===== src/pprm_pkg.sv =====
`timescale 1ns / 1ps

package pprm_pkg;

  localparam int CGA_N     = 16;
  localparam int SCORE_W   = 20;
  localparam int GROUP_N   = 4;

  typedef logic [3:0]                cga_idx_t;
  typedef logic signed [SCORE_W-1:0] score_t;
  typedef logic [1:0]                lvl_t;
  typedef logic [17:0]               sq_t;

  // Item kinds
  localparam logic OP_LOAD  = 1'b0;
  localparam logic OP_PIXEL = 1'b1;

  localparam logic [7:0] TRANSPARENT_CODE = 8'hFF;

  // Component levels of the fixed colours: 0, 85, 170 and 255
  localparam lvl_t LVL_0   = 2'd0;
  localparam lvl_t LVL_85  = 2'd1;
  localparam lvl_t LVL_170 = 2'd2;
  localparam lvl_t LVL_255 = 2'd3;

  // Red, green, blue level of each CGA colour
  localparam lvl_t CGA_LVL [CGA_N][3] = '{
    '{LVL_0,   LVL_0,   LVL_0  }, '{LVL_0,   LVL_0,   LVL_170},
    '{LVL_0,   LVL_170, LVL_0  }, '{LVL_0,   LVL_170, LVL_170},
    '{LVL_170, LVL_0,   LVL_0  }, '{LVL_170, LVL_0,   LVL_170},
    '{LVL_170, LVL_85,  LVL_0  }, '{LVL_170, LVL_170, LVL_170},
    '{LVL_85,  LVL_85,  LVL_85 }, '{LVL_85,  LVL_85,  LVL_255},
    '{LVL_85,  LVL_255, LVL_85 }, '{LVL_85,  LVL_255, LVL_255},
    '{LVL_255, LVL_85,  LVL_85 }, '{LVL_255, LVL_85,  LVL_255},
    '{LVL_255, LVL_255, LVL_85 }, '{LVL_255, LVL_255, LVL_255}
  };

  // Sum of the squared components of each CGA colour
  localparam sq_t CGA_SQ [CGA_N] = '{
    18'd0,      18'd28900,  18'd28900,  18'd57800,
    18'd28900,  18'd57800,  18'd36125,  18'd86700,
    18'd21675,  18'd79475,  18'd79475,  18'd137275,
    18'd79475,  18'd137275, 18'd137275, 18'd195075
  };

  typedef struct packed {
    logic     opcode;
    cga_idx_t entry_index;
    cga_idx_t color_index;
    logic     mask_bit;
  } tag_t;

endpackage


===== src/pprm_in_if.sv =====
`timescale 1ns / 1ps

interface pprm_in_if;
  logic       valid;
  logic       ready;
  logic       opcode;
  logic [3:0] entry_index;
  logic [7:0] red;
  logic [7:0] green;
  logic [7:0] blue;
  logic [3:0] color_index;
  logic       mask_bit;

  modport source (
    output valid, opcode, entry_index, red, green, blue, color_index, mask_bit,
    input  ready
  );
  modport sink (
    input  valid, opcode, entry_index, red, green, blue, color_index, mask_bit,
    output ready
  );
endinterface


===== src/pprm_out_if.sv =====
`timescale 1ns / 1ps

interface pprm_out_if;
  logic       valid;
  logic       ready;
  logic [7:0] pixel_code;

  modport source (output valid, pixel_code, input ready);
  modport sink (input valid, pixel_code, output ready);
endinterface


===== src/pprm_dist.sv =====
`timescale 1ns / 1ps

// The squared distance to colour k is |x|^2 - 2<x,c_k> + |c_k|^2. The first
// term is common to all colours, so the score drops it; ordering and ties
// are unchanged.
module pprm_dist (
  input  logic [7:0]      red,
  input  logic [7:0]      green,
  input  logic [7:0]      blue,
  output pprm_pkg::score_t score [pprm_pkg::CGA_N]
);
  import pprm_pkg::*;

  logic [14:0] p85  [3];
  logic [15:0] p170 [3];
  logic [15:0] p255 [3];
  logic [7:0]  comp [3];

  function automatic logic [15:0] pick(input lvl_t lvl, input logic [14:0] a85,
                                       input logic [15:0] a170,
                                       input logic [15:0] a255);
    logic [15:0] res;
    case (lvl)
      LVL_0:   res = 16'd0;
      LVL_85:  res = 16'(a85);
      LVL_170: res = a170;
      LVL_255: res = a255;
      default: res = 16'd0;
    endcase
    return res;
  endfunction

  always_comb begin
    comp[0] = red;
    comp[1] = green;
    comp[2] = blue;
    for (int c = 0; c < 3; c++) begin
      p85[c]  = 15'({comp[c], 6'b0}) + 15'({comp[c], 4'b0}) + 15'({comp[c], 2'b0})
              + 15'(comp[c]);
      p170[c] = {p85[c], 1'b0};
      p255[c] = {comp[c], 8'b0} - 16'(comp[c]);
    end
  end

  always_comb begin
    logic [17:0] dot;
    for (int k = 0; k < CGA_N; k++) begin
      dot = 18'(pick(CGA_LVL[k][0], p85[0], p170[0], p255[0]))
          + 18'(pick(CGA_LVL[k][1], p85[1], p170[1], p255[1]))
          + 18'(pick(CGA_LVL[k][2], p85[2], p170[2], p255[2]));
      score[k] = $signed({2'b00, CGA_SQ[k]}) - $signed({1'b0, dot, 1'b0});
    end
  end

endmodule


===== src/pprm_min4.sv =====
`timescale 1ns / 1ps

// Picks the lowest of four scores. The inputs come in rising index order, so
// a later one wins only when strictly lower, which keeps the lowest index on
// a tie.
module pprm_min4 (
  input  pprm_pkg::score_t   score [4],
  input  pprm_pkg::cga_idx_t idx   [4],
  output pprm_pkg::score_t   best_score,
  output pprm_pkg::cga_idx_t win_idx
);
  import pprm_pkg::*;

  score_t   lo_score;
  score_t   hi_score;
  cga_idx_t lo_idx;
  cga_idx_t hi_idx;

  always_comb begin
    if (score[1] < score[0]) begin
      lo_score = score[1];
      lo_idx   = idx[1];
    end else begin
      lo_score = score[0];
      lo_idx   = idx[0];
    end
    if (score[3] < score[2]) begin
      hi_score = score[3];
      hi_idx   = idx[3];
    end else begin
      hi_score = score[2];
      hi_idx   = idx[2];
    end
    if (hi_score < lo_score) begin
      best_score = hi_score;
      win_idx    = hi_idx;
    end else begin
      best_score = lo_score;
      win_idx    = lo_idx;
    end
  end

endmodule


===== src/icon_pixel_palette_remap_unit.sv =====
`timescale 1ns / 1ps

// Icon palette remapper with two valid/ready channels.
// in_ch carries either a palette load (opcode 0: entry_index, red, green,
// blue) or a pixel (opcode 1: color_index, mask_bit). out_ch returns one
// pixel_code per item, in order: for a load the nearest CGA colour index,
// which is also written to the remap table; for a pixel 255 when masked,
// otherwise the remap table entry for its palette index.
// The path is four register stages: input, colour scores, best of each group
// of four, result. One item is taken every cycle when the receiver keeps up;
// the rate is set by the one-per-cycle advance of that stage chain.
// Reset empties all stages and clears the remap table to zeros, so an entry
// never loaded maps to index 0. When the receiver stalls, the result holds
// and the stages behind it fill; in_ch.ready drops only once all four hold
// an item. Loads and pixels pass the table at the same stage, so a pixel
// right behind a load of its entry sees the new value.
module icon_pixel_palette_remap_unit (
  input logic        clk,
  input logic        rst_n,
  pprm_in_if.sink    in_ch,
  pprm_out_if.source out_ch
);
  import pprm_pkg::*;

  // Stage 0: input register
  logic        s0_v_r;
  tag_t        s0_tag_r;
  logic [7:0]  s0_red_r;
  logic [7:0]  s0_green_r;
  logic [7:0]  s0_blue_r;

  // Stage 1: scores of all colours
  logic        s1_v_r;
  tag_t        s1_tag_r;
  score_t      s1_score_r [CGA_N];
  score_t      s0_score   [CGA_N];

  // Stage 2: best of each group
  logic        s2_v_r;
  tag_t        s2_tag_r;
  score_t      s2_score_r [GROUP_N];
  cga_idx_t    s2_idx_r   [GROUP_N];
  score_t      grp_score  [GROUP_N];
  cga_idx_t    grp_idx    [GROUP_N];

  // Result stage
  logic        out_v_r;
  logic [7:0]  code_r;
  logic [7:0]  code_nxt;
  score_t      fin_score;
  cga_idx_t    fin_idx;

  cga_idx_t    remap_r [CGA_N];

  logic rdy_out;
  logic rdy2;
  logic rdy1;
  logic rdy0;

  assign rdy_out = !out_v_r || out_ch.ready;
  assign rdy2    = !s2_v_r || rdy_out;
  assign rdy1    = !s1_v_r || rdy2;
  assign rdy0    = !s0_v_r || rdy1;

  assign in_ch.ready       = rdy0;
  assign out_ch.valid      = out_v_r;
  assign out_ch.pixel_code = code_r;

  pprm_dist u_dist (
    .red   (s0_red_r),
    .green (s0_green_r),
    .blue  (s0_blue_r),
    .score (s0_score)
  );

  for (genvar g = 0; g < GROUP_N; g++) begin : g_grp
    score_t   sc [4];
    cga_idx_t ix [4];
    for (genvar j = 0; j < 4; j++) begin : g_in
      assign sc[j] = s1_score_r[4*g+j];
      assign ix[j] = cga_idx_t'(4*g+j);
    end
    pprm_min4 u_min (
      .score      (sc),
      .idx        (ix),
      .best_score (grp_score[g]),
      .win_idx    (grp_idx[g])
    );
  end

  pprm_min4 u_final (
    .score      (s2_score_r),
    .idx        (s2_idx_r),
    .best_score (fin_score),
    .win_idx    (fin_idx)
  );

  always_comb begin
    if (s2_tag_r.opcode == OP_LOAD) begin
      code_nxt = {4'b0, fin_idx};
    end else if (s2_tag_r.mask_bit) begin
      code_nxt = TRANSPARENT_CODE;
    end else begin
      code_nxt = {4'b0, remap_r[s2_tag_r.color_index]};
    end
  end

  // Valid flags
  always_ff @(posedge clk) begin
    if (!rst_n) begin
      s0_v_r  <= 1'b0;
      s1_v_r  <= 1'b0;
      s2_v_r  <= 1'b0;
      out_v_r <= 1'b0;
    end else begin
      if (rdy0) begin
        s0_v_r <= in_ch.valid;
      end
      if (rdy1) begin
        s1_v_r <= s0_v_r;
      end
      if (rdy2) begin
        s2_v_r <= s1_v_r;
      end
      if (rdy_out) begin
        out_v_r <= s2_v_r;
      end
    end
  end

  // Payload registers
  always_ff @(posedge clk) begin
    if (rdy0 && in_ch.valid) begin
      s0_tag_r.opcode      <= in_ch.opcode;
      s0_tag_r.entry_index <= in_ch.entry_index;
      s0_tag_r.color_index <= in_ch.color_index;
      s0_tag_r.mask_bit    <= in_ch.mask_bit;
      s0_red_r             <= in_ch.red;
      s0_green_r           <= in_ch.green;
      s0_blue_r            <= in_ch.blue;
    end
    if (rdy1 && s0_v_r) begin
      s1_tag_r   <= s0_tag_r;
      s1_score_r <= s0_score;
    end
    if (rdy2 && s1_v_r) begin
      s2_tag_r   <= s1_tag_r;
      s2_score_r <= grp_score;
      s2_idx_r   <= grp_idx;
    end
    if (rdy_out && s2_v_r) begin
      code_r <= code_nxt;
    end
  end

  // The table is written as a load moves into the result register.
  always_ff @(posedge clk) begin
    if (!rst_n) begin
      for (int k = 0; k < CGA_N; k++) begin
        remap_r[k] <= '0;
      end
    end else if (rdy_out && s2_v_r && (s2_tag_r.opcode == OP_LOAD)) begin
      remap_r[s2_tag_r.entry_index] <= fin_idx;
    end
  end

endmodule


===== src/flat_wrapper.sv =====
// flat-port wrapper written by rule: the top's interface ports become plain ports
module icon_pixel_palette_remap_unit_flat import pprm_pkg::*;
  (clk, rst_n, in_ch_valid, in_ch_opcode, in_ch_entry_index, in_ch_red, in_ch_green, in_ch_blue, in_ch_color_index, in_ch_mask_bit, in_ch_ready, out_ch_valid, out_ch_pixel_code, out_ch_ready);
  pprm_in_if in_ch_i ();
  pprm_out_if out_ch_i ();
  input logic clk;
  input logic rst_n;
  input wire logic [$bits(in_ch_i.valid)-1:0] in_ch_valid;
  input wire logic [$bits(in_ch_i.opcode)-1:0] in_ch_opcode;
  input wire logic [$bits(in_ch_i.entry_index)-1:0] in_ch_entry_index;
  input wire logic [$bits(in_ch_i.red)-1:0] in_ch_red;
  input wire logic [$bits(in_ch_i.green)-1:0] in_ch_green;
  input wire logic [$bits(in_ch_i.blue)-1:0] in_ch_blue;
  input wire logic [$bits(in_ch_i.color_index)-1:0] in_ch_color_index;
  input wire logic [$bits(in_ch_i.mask_bit)-1:0] in_ch_mask_bit;
  output wire logic [$bits(in_ch_i.ready)-1:0] in_ch_ready;
  output wire logic [$bits(out_ch_i.valid)-1:0] out_ch_valid;
  output wire logic [$bits(out_ch_i.pixel_code)-1:0] out_ch_pixel_code;
  input wire logic [$bits(out_ch_i.ready)-1:0] out_ch_ready;
  assign in_ch_i.valid = in_ch_valid;
  assign in_ch_i.opcode = in_ch_opcode;
  assign in_ch_i.entry_index = in_ch_entry_index;
  assign in_ch_i.red = in_ch_red;
  assign in_ch_i.green = in_ch_green;
  assign in_ch_i.blue = in_ch_blue;
  assign in_ch_i.color_index = in_ch_color_index;
  assign in_ch_i.mask_bit = in_ch_mask_bit;
  assign in_ch_ready = in_ch_i.ready;
  assign out_ch_valid = out_ch_i.valid;
  assign out_ch_pixel_code = out_ch_i.pixel_code;
  assign out_ch_i.ready = out_ch_ready;
  icon_pixel_palette_remap_unit u_core (.clk(clk), .rst_n(rst_n), .in_ch(in_ch_i), .out_ch(out_ch_i));
endmodule

===== config.mk =====
export PLATFORM = sky130hd
export DESIGN_NAME = icon_pixel_palette_remap_unit_flat
export DESIGN_NICKNAME = d
export VERILOG_FILES = /design/src/pprm_pkg.sv /design/src/pprm_in_if.sv /design/src/pprm_out_if.sv /design/src/pprm_dist.sv /design/src/pprm_min4.sv /design/src/icon_pixel_palette_remap_unit.sv /design/src/flat_wrapper.sv
export SDC_FILE = /design/constraint.sdc
export NUM_CORES = 2
export LEC_CHECK = 0
export BUFFER_PORTS_ARGS = -buffer_cell sky130_fd_sc_hd__buf_2
export CAP_MARGIN = 25
export CORE_MARGIN = 10
export CORE_UTILIZATION = 65
export DETAILED_ROUTE_END_ITERATION = 6
export PLACE_DENSITY_LB_ADDON = 0.05
export RECOVER_POWER = 100
export SKIP_CTS_REPAIR_TIMING = 1
export SLEW_MARGIN = 10
export SYNTH_ARGS = -nofsm -noshare
export SYNTH_HDL_FRONTEND = slang
export SYNTH_SLANG_ARGS = --single-unit

===== constraint.sdc =====
create_clock -name clk -period 20 [get_ports clk]
set_input_delay 5 -clock clk [delete_from_list [all_inputs] [get_ports clk]]
set_output_delay 5 -clock clk [all_outputs]
set_load 0.005 [all_outputs]

# Word-level counts from Yosys, hierarchy flattened
# Memories as Yosys holds them, arrays and structs flattened. A register that Yosys moved wholly into a read port is not among the register bits.
# Index checks and enable logic that the tools add are counted.
dict set report word_totals {
  ramBits 64
  elab_cells 158
  inputBits 38
  mem_count 1
  register_bits 462
  output_inout_bits 10
}
# memory words width read_ports rd_ports_with_merged_regs write_ports line
set mem_list {}
lappend mem_list {u_core.remap_r 16 4 1 1 16 icon_pixel_palette_remap_unit.sv:53} ;# cga_idx_t remap_r [CGA_N];
dict set report classes {
  add_sub_neg 44
  n_reduce_logical 14
  n_lt_le_gt_ge 15
  n_bitwise 1
  mux 39
}
# op n
set op_table {}
lappend op_table {{$lt 20x20->1} 14}
lappend op_table {{$mux 20} 14}
lappend op_table {{$add 16x16->17} 5}
lappend op_table {{$sub 18x19->20 const A} 4}
lappend op_table {{$sub 17x19->20 const A} 3}
lappend op_table {{$sub 16x18->19 const A} 3}
lappend op_table {{$add 17x16->18} 3}
lappend op_table {{$add 18x15->18} 3}
lappend op_table {{$sub 15x17->18 const A} 3}
lappend op_table {{$sub 16x8->16} 3}
lappend op_table {{$add 14x12->15} 3}
lappend op_table {{$add 15x10->15} 3}
lappend op_table {{$add 15x8->15} 3}
lappend op_table {{$mux 4} 11}
lappend op_table {{$add 16x15->17} 2}
lappend op_table {{$lt 20x1->1 const B} 1}
lappend op_table {{$sub 15x19->20 const A} 1}
lappend op_table {{$sub 17x18->19 const A} 1}
lappend op_table {{$add 17x15->18} 1}
lappend op_table {{$add 18x16->18} 1}
lappend op_table {{$add 15x16->17} 1}
lappend op_table {{$add 15x15->16} 1}
lappend op_table {{$mux 1} 13}
lappend op_table {{$mux 8} 1}
lappend op_table {{5 further kinds} 15}

# Logic depth before layout (Yosys ltp)
dict set report depth {
  depth_word 9
  ltp_mapped 29
  ltp_nobuf 27
}

# By module
# A second synthesis with hierarchy kept.
dict set report hier_totals {
  cells_unflattened 5116
  area_unflattened_um2 50404.6
}
# mod area_each_um2 instances seq_area_each_um2 cells_each
set by_module_without_submodules {}
lappend by_module_without_submodules {pprm_dist 18403.9 1 0.0 2504}
lappend by_module_without_submodules {icon_pixel_palette_remap_unit 17843.4 1 16345.7 732}
lappend by_module_without_submodules {pprm_min4 2831.5 5 0.0 376}

# Least setup slack after synthesis
# OpenSTA, ideal clock, no wires.
dict set report synth_timing {
  path_kind {input -> register}
  start {input out_ch_ready}
  end {register u_core.s1_score_r (netlist bit u_core.g_grp[0].sc[10]), enable pin}
  t_required_ps 19060
  path_stages 3
  slack_ps 1827
  setup_ps 940
  arrival_ps 17232
  path_buffers 0
  path_cell_list {nor2b_1 > and3_1 > nor2b_1}
}
dict set report synth_between {
  elab_chain_cells 4
}
# element line
set synth_rtl {}
lappend synth_rtl {{start, declared} flat_wrapper.sv:19} ;# input wire logic [$bits(out_ch_i.ready)-1:0] out_ch_ready;
lappend synth_rtl {{$logic_or 1x1->1} icon_pixel_palette_remap_unit.sv:60} ;# assign rdy_out = !out_v_r || out_ch.ready;
lappend synth_rtl {{$logic_or 1x1->1} icon_pixel_palette_remap_unit.sv:61} ;# assign rdy2 = !s2_v_r || rdy_out;
lappend synth_rtl {{$logic_or 1x1->1} icon_pixel_palette_remap_unit.sv:62} ;# assign rdy1 = !s1_v_r || rdy2;
lappend synth_rtl {{$logic_and 1x1->1} icon_pixel_palette_remap_unit.sv:142} ;# if (rdy1 && s0_v_r) begin
lappend synth_rtl {{end signal, assigned} icon_pixel_palette_remap_unit.sv:144} ;# s1_score_r <= s0_score;
lappend synth_rtl {{end, declared} icon_pixel_palette_remap_unit.sv:35} ;# score_t s1_score_r [CGA_N];
# Every way passes these cells.
# A chain may end at the register's enable or synchronous reset.

# Worst setup path after layout
dict set report layout_timing {
  start {input out_ch_ready}
  end {output in_ch_ready}
}
dict set report layout_between {
  elab_chain_cells 4
}
# element line
set layout_rtl {}
lappend layout_rtl {{$logic_or 1x1->1} icon_pixel_palette_remap_unit.sv:60}
lappend layout_rtl {{$logic_or 1x1->1} icon_pixel_palette_remap_unit.sv:61}
lappend layout_rtl {{$logic_or 1x1->1} icon_pixel_palette_remap_unit.sv:62}
lappend layout_rtl {{$logic_or 1x1->1} icon_pixel_palette_remap_unit.sv:63} ;# assign rdy0 = !s0_v_r || rdy1;
lappend layout_rtl {{end, declared} flat_wrapper.sv:16} ;# output wire logic [$bits(in_ch_i.ready)-1:0] in_ch_ready;
# Every way passes these cells.

==> flow_summary.json <==
{
  "cts.clk_slew.worst_paths_ns": 0.06,
  "yosys_warnings": 0,
  "drtIter0Drc": 2633,
  "via_count": 32507,
  "num_rows": 93,
  "critical-path-max-stage-delay_ns": 0.27,
  "hold_path.class": "reg2reg",
  "cts_tree": "yes",
  "grt_max_degree": 184,
  "maxSlewViolCount": 294,
  "yosysUniqueCellTypes": 113,
  "core_area_um2": 64230,
  "fin_crit_ns": 10.79,
  "clock_sinks": 473,
  "holdWs_ns": 0.4178,
  "die_h_um": 274.1,
  "tns_ns": 0,
  "synth_edf_count": 465,
  "placed_cell_area_um2": 43520,
  "rsz0062_at_grt": "false",
  "mappedNetlistArea_um2": 41950,
  "place_hpwl_um": 91040,
  "hold-path-endpoint": "u_core.s2_tag_r[6]",
  "ios": 48,
  "rr_startpoint": "u_core.s0_green_r[1]",
  "reg2reg_slack_ns": 9.91,
  "path_cells": "buf_2 > nor2b_1 > and3_1 > nand2_1 > clkbuf_1",
  "min_period_over_period_pct": 53.97,
  "area_growth_pct": 7.480,
  "cts_root_buf": "clkbuf_16",
  "async_reset_ff_share_pct": 0,
  "worstHoldStart": "u_core.s1_tag_r[6]",
  "start_util_pct": 65.32,
  "tightest_slew_ns": 4.267,
  "wl_um": 117500,
  "status": "finished, violations left",
  "path_delay_family": "simple AND/OR/NAND/NOR gates",
  "rr_worst_depth": 20,
  "synth_common_cells": "550 x ha_1, 465 x edfxtp_1, 405 x inv_1, 281 x nor2_1, 251 x xnor2_1",
  "drive_above_1_share_pct": 6.340,
  "crit_arrival_ns": 5.79,
  "dr.pass1.iters": 6,
  "finalInstanceArea_um2": 45090,
  "nNetsFinal": 4946,
  "violations": "capacitance limit, slew limit",
  "crit_buf_inv": 2,
  "antenna_found_initial": 4,
  "n_antenna_cell": 0,
  "yosys.area.top_type": "edfxtp_1",
  "wl_per_cell_um": 22.56,
  "die_w_um": 274.1,
  "finalSetupViolations": 0,
  "syn_inst": 4218,
  "grt_use_total_pct": 30.83,
  "start_kind": "input port",
  "synth_fp_nets": 4853,
  "clock.fmax_mhz": 92.64,
  "worst_r2r_endpoint": "u_core.g_grp[2].sc[18]",
  "grt_remaining_overflow": 0,
  "cp_slowest_cell": "and3_1",
  "postRouteAntennaNets": 0,
  "relSlewSlack_pct": -184.4,
  "cts-buffers-inserted": 52,
  "cp.required_ns": 15.00,
  "grt_pass1_vias": 30608,
  "synth_flop_cell": "edfxtp_1",
  "viasPerCell": 6.242,
  "worstSetupEndpointType": "output pin",
  "syn_area_per_cell_um2": 9.946,
  "die_area_um2": 75110,
  "hold_viol_final": 0,
  "clock_skew_ns": 0.04043,
  "ys_seq_elements": 473,
  "htree_levels": 2,
  "grt_pass1_wl_um": 177000,
  "synth_seq_area_share_pct": 33.66,
  "synth_most_common_cell": "ha_1",
  "drc": 0,
  "critical_path_class": "in2out",
  "gp_congestion": 1.004,
  "instances_no_fill": 5208,
  "cts_buffer_depth": 3,
  "dp_cells": 5108,
  "io_buffer_count": 47,
  "synth_top_area_share_pct": 33.28,
  "worst_hold_path.num_cells": 0,
  "crit_fanout": 5,
  "synth.area.top_cells": "edfxtp_1 33%, ha_1 16%, xnor2_1 5.2%",
  "worstSkewPairLatency_ns": 0.64,
  "maxCapViolations": 8
}
## how the worst max path moves through the flow
stage / slack [ns] / depth (start not counted) / end / from
global placement: 9.13 / 5 / in_ch_ready / out_ch_ready
CTS: 9.13 / 5 / in_ch_ready / out_ch_ready
finish: 9.21 / 5 / in_ch_ready / out_ch_ready
detailed placement: 9.14 / 5 / in_ch_ready / out_ch_ready
floorplan: 1.83 / 3 / u_core.g_grp[0].sc[10] / out_ch_ready
global route: 9.10 / 5 / in_ch_ready / out_ch_ready
## registers in the layout, indices dropped and copies added (netlist names), named ones only
| signal | flops |
|---|---|
| u_core.s0_v_r | 1 |
| u_core.s0_green_r | 8 |
| u_core.out_ch.valid | 1 |
| u_core.s2_tag_r | 10 |
| u_core.s2_score_r | 73 |
| u_core.g_grp.sc | 261 |
| u_core.out_ch.pixel_code | 5 |
| u_core.s0_tag_r | 10 |
| u_core.s0_blue_r | 8 |
| u_core.remap_r | 64 |
| u_core.s1_tag_r | 10 |
| u_core.s2_idx_r | 8 |
| u_core.s1_v_r | 1 |
| u_core.s0_red_r | 8 |
| u_core.s2_v_r | 1 |
## logic make-up after synthesis
family                     after synthesis  synth area share, %
AOI/OAI and AO/OA                      990                15.96
xor gates and xnor gates               405                8.586
adders and majority gates              611                18.99
buffers and inverters                  479                4.360
DFF                                    473                33.66
muxes                                  236                6.346
and+or+nand+nor                       1024                12.09
## cell usage in the layout, fill, tap and decap left out, drive strengths merged, types with 115 or more instances in the layout
cell type / instances
xnor2: 254
a21oi: 239
nand2: 227
o21ai: 203
edfxtp: 465
ha: 550
xor2: 150
inv: 412
nor2: 283
mux2i: 179
a21o: 115
## routing by layer
layer	wire (µm)	share of wire (%)	global-route usage (%)
met4	6373	5.4	14.59
met1	50590	43	41.56
met5	0	0	0
met3	9691	8.2	5.732
met2	50820	43	47.48
## per-stage QoR
step	setup WS, ns	utilization (%)
2_1_floorplan	1.827	-
3_3_place_gp	9.126	67.73
3_5_place_dp	9.136	67.75
4_1_cts	9.129	70.56
5_1_grt	9.097	70.20
6_report	9.205	70.20
## final cells by class
cell class	instances	area, µm²
multi-input cells	3266	25950
fillers	4995	19140
flip-flops and latches	473	14120
inverters	412	1548
clock buffers	59	1328
well taps	855	1070
repair buffers	106	595.6
clock inverters	37	474.2
## worst register-to-register path: cells and delay by family, from the launching register on
family / cells / cell delay (ns)
AO/OA/AOI/OAI: 7 / 4.50
XOR/XNOR: 2 / 0.87
AND/OR/NAND/NOR: 6 / 1.25
adder cells (fa/ha/maj): 2 / 0.68
buffers and inverters: 3 / 2.18
flip-flops: 1 / 0.37
Power is not shown: default switching activity piles up to over one toggle a cycle in this logic, so the estimate is an artifact.
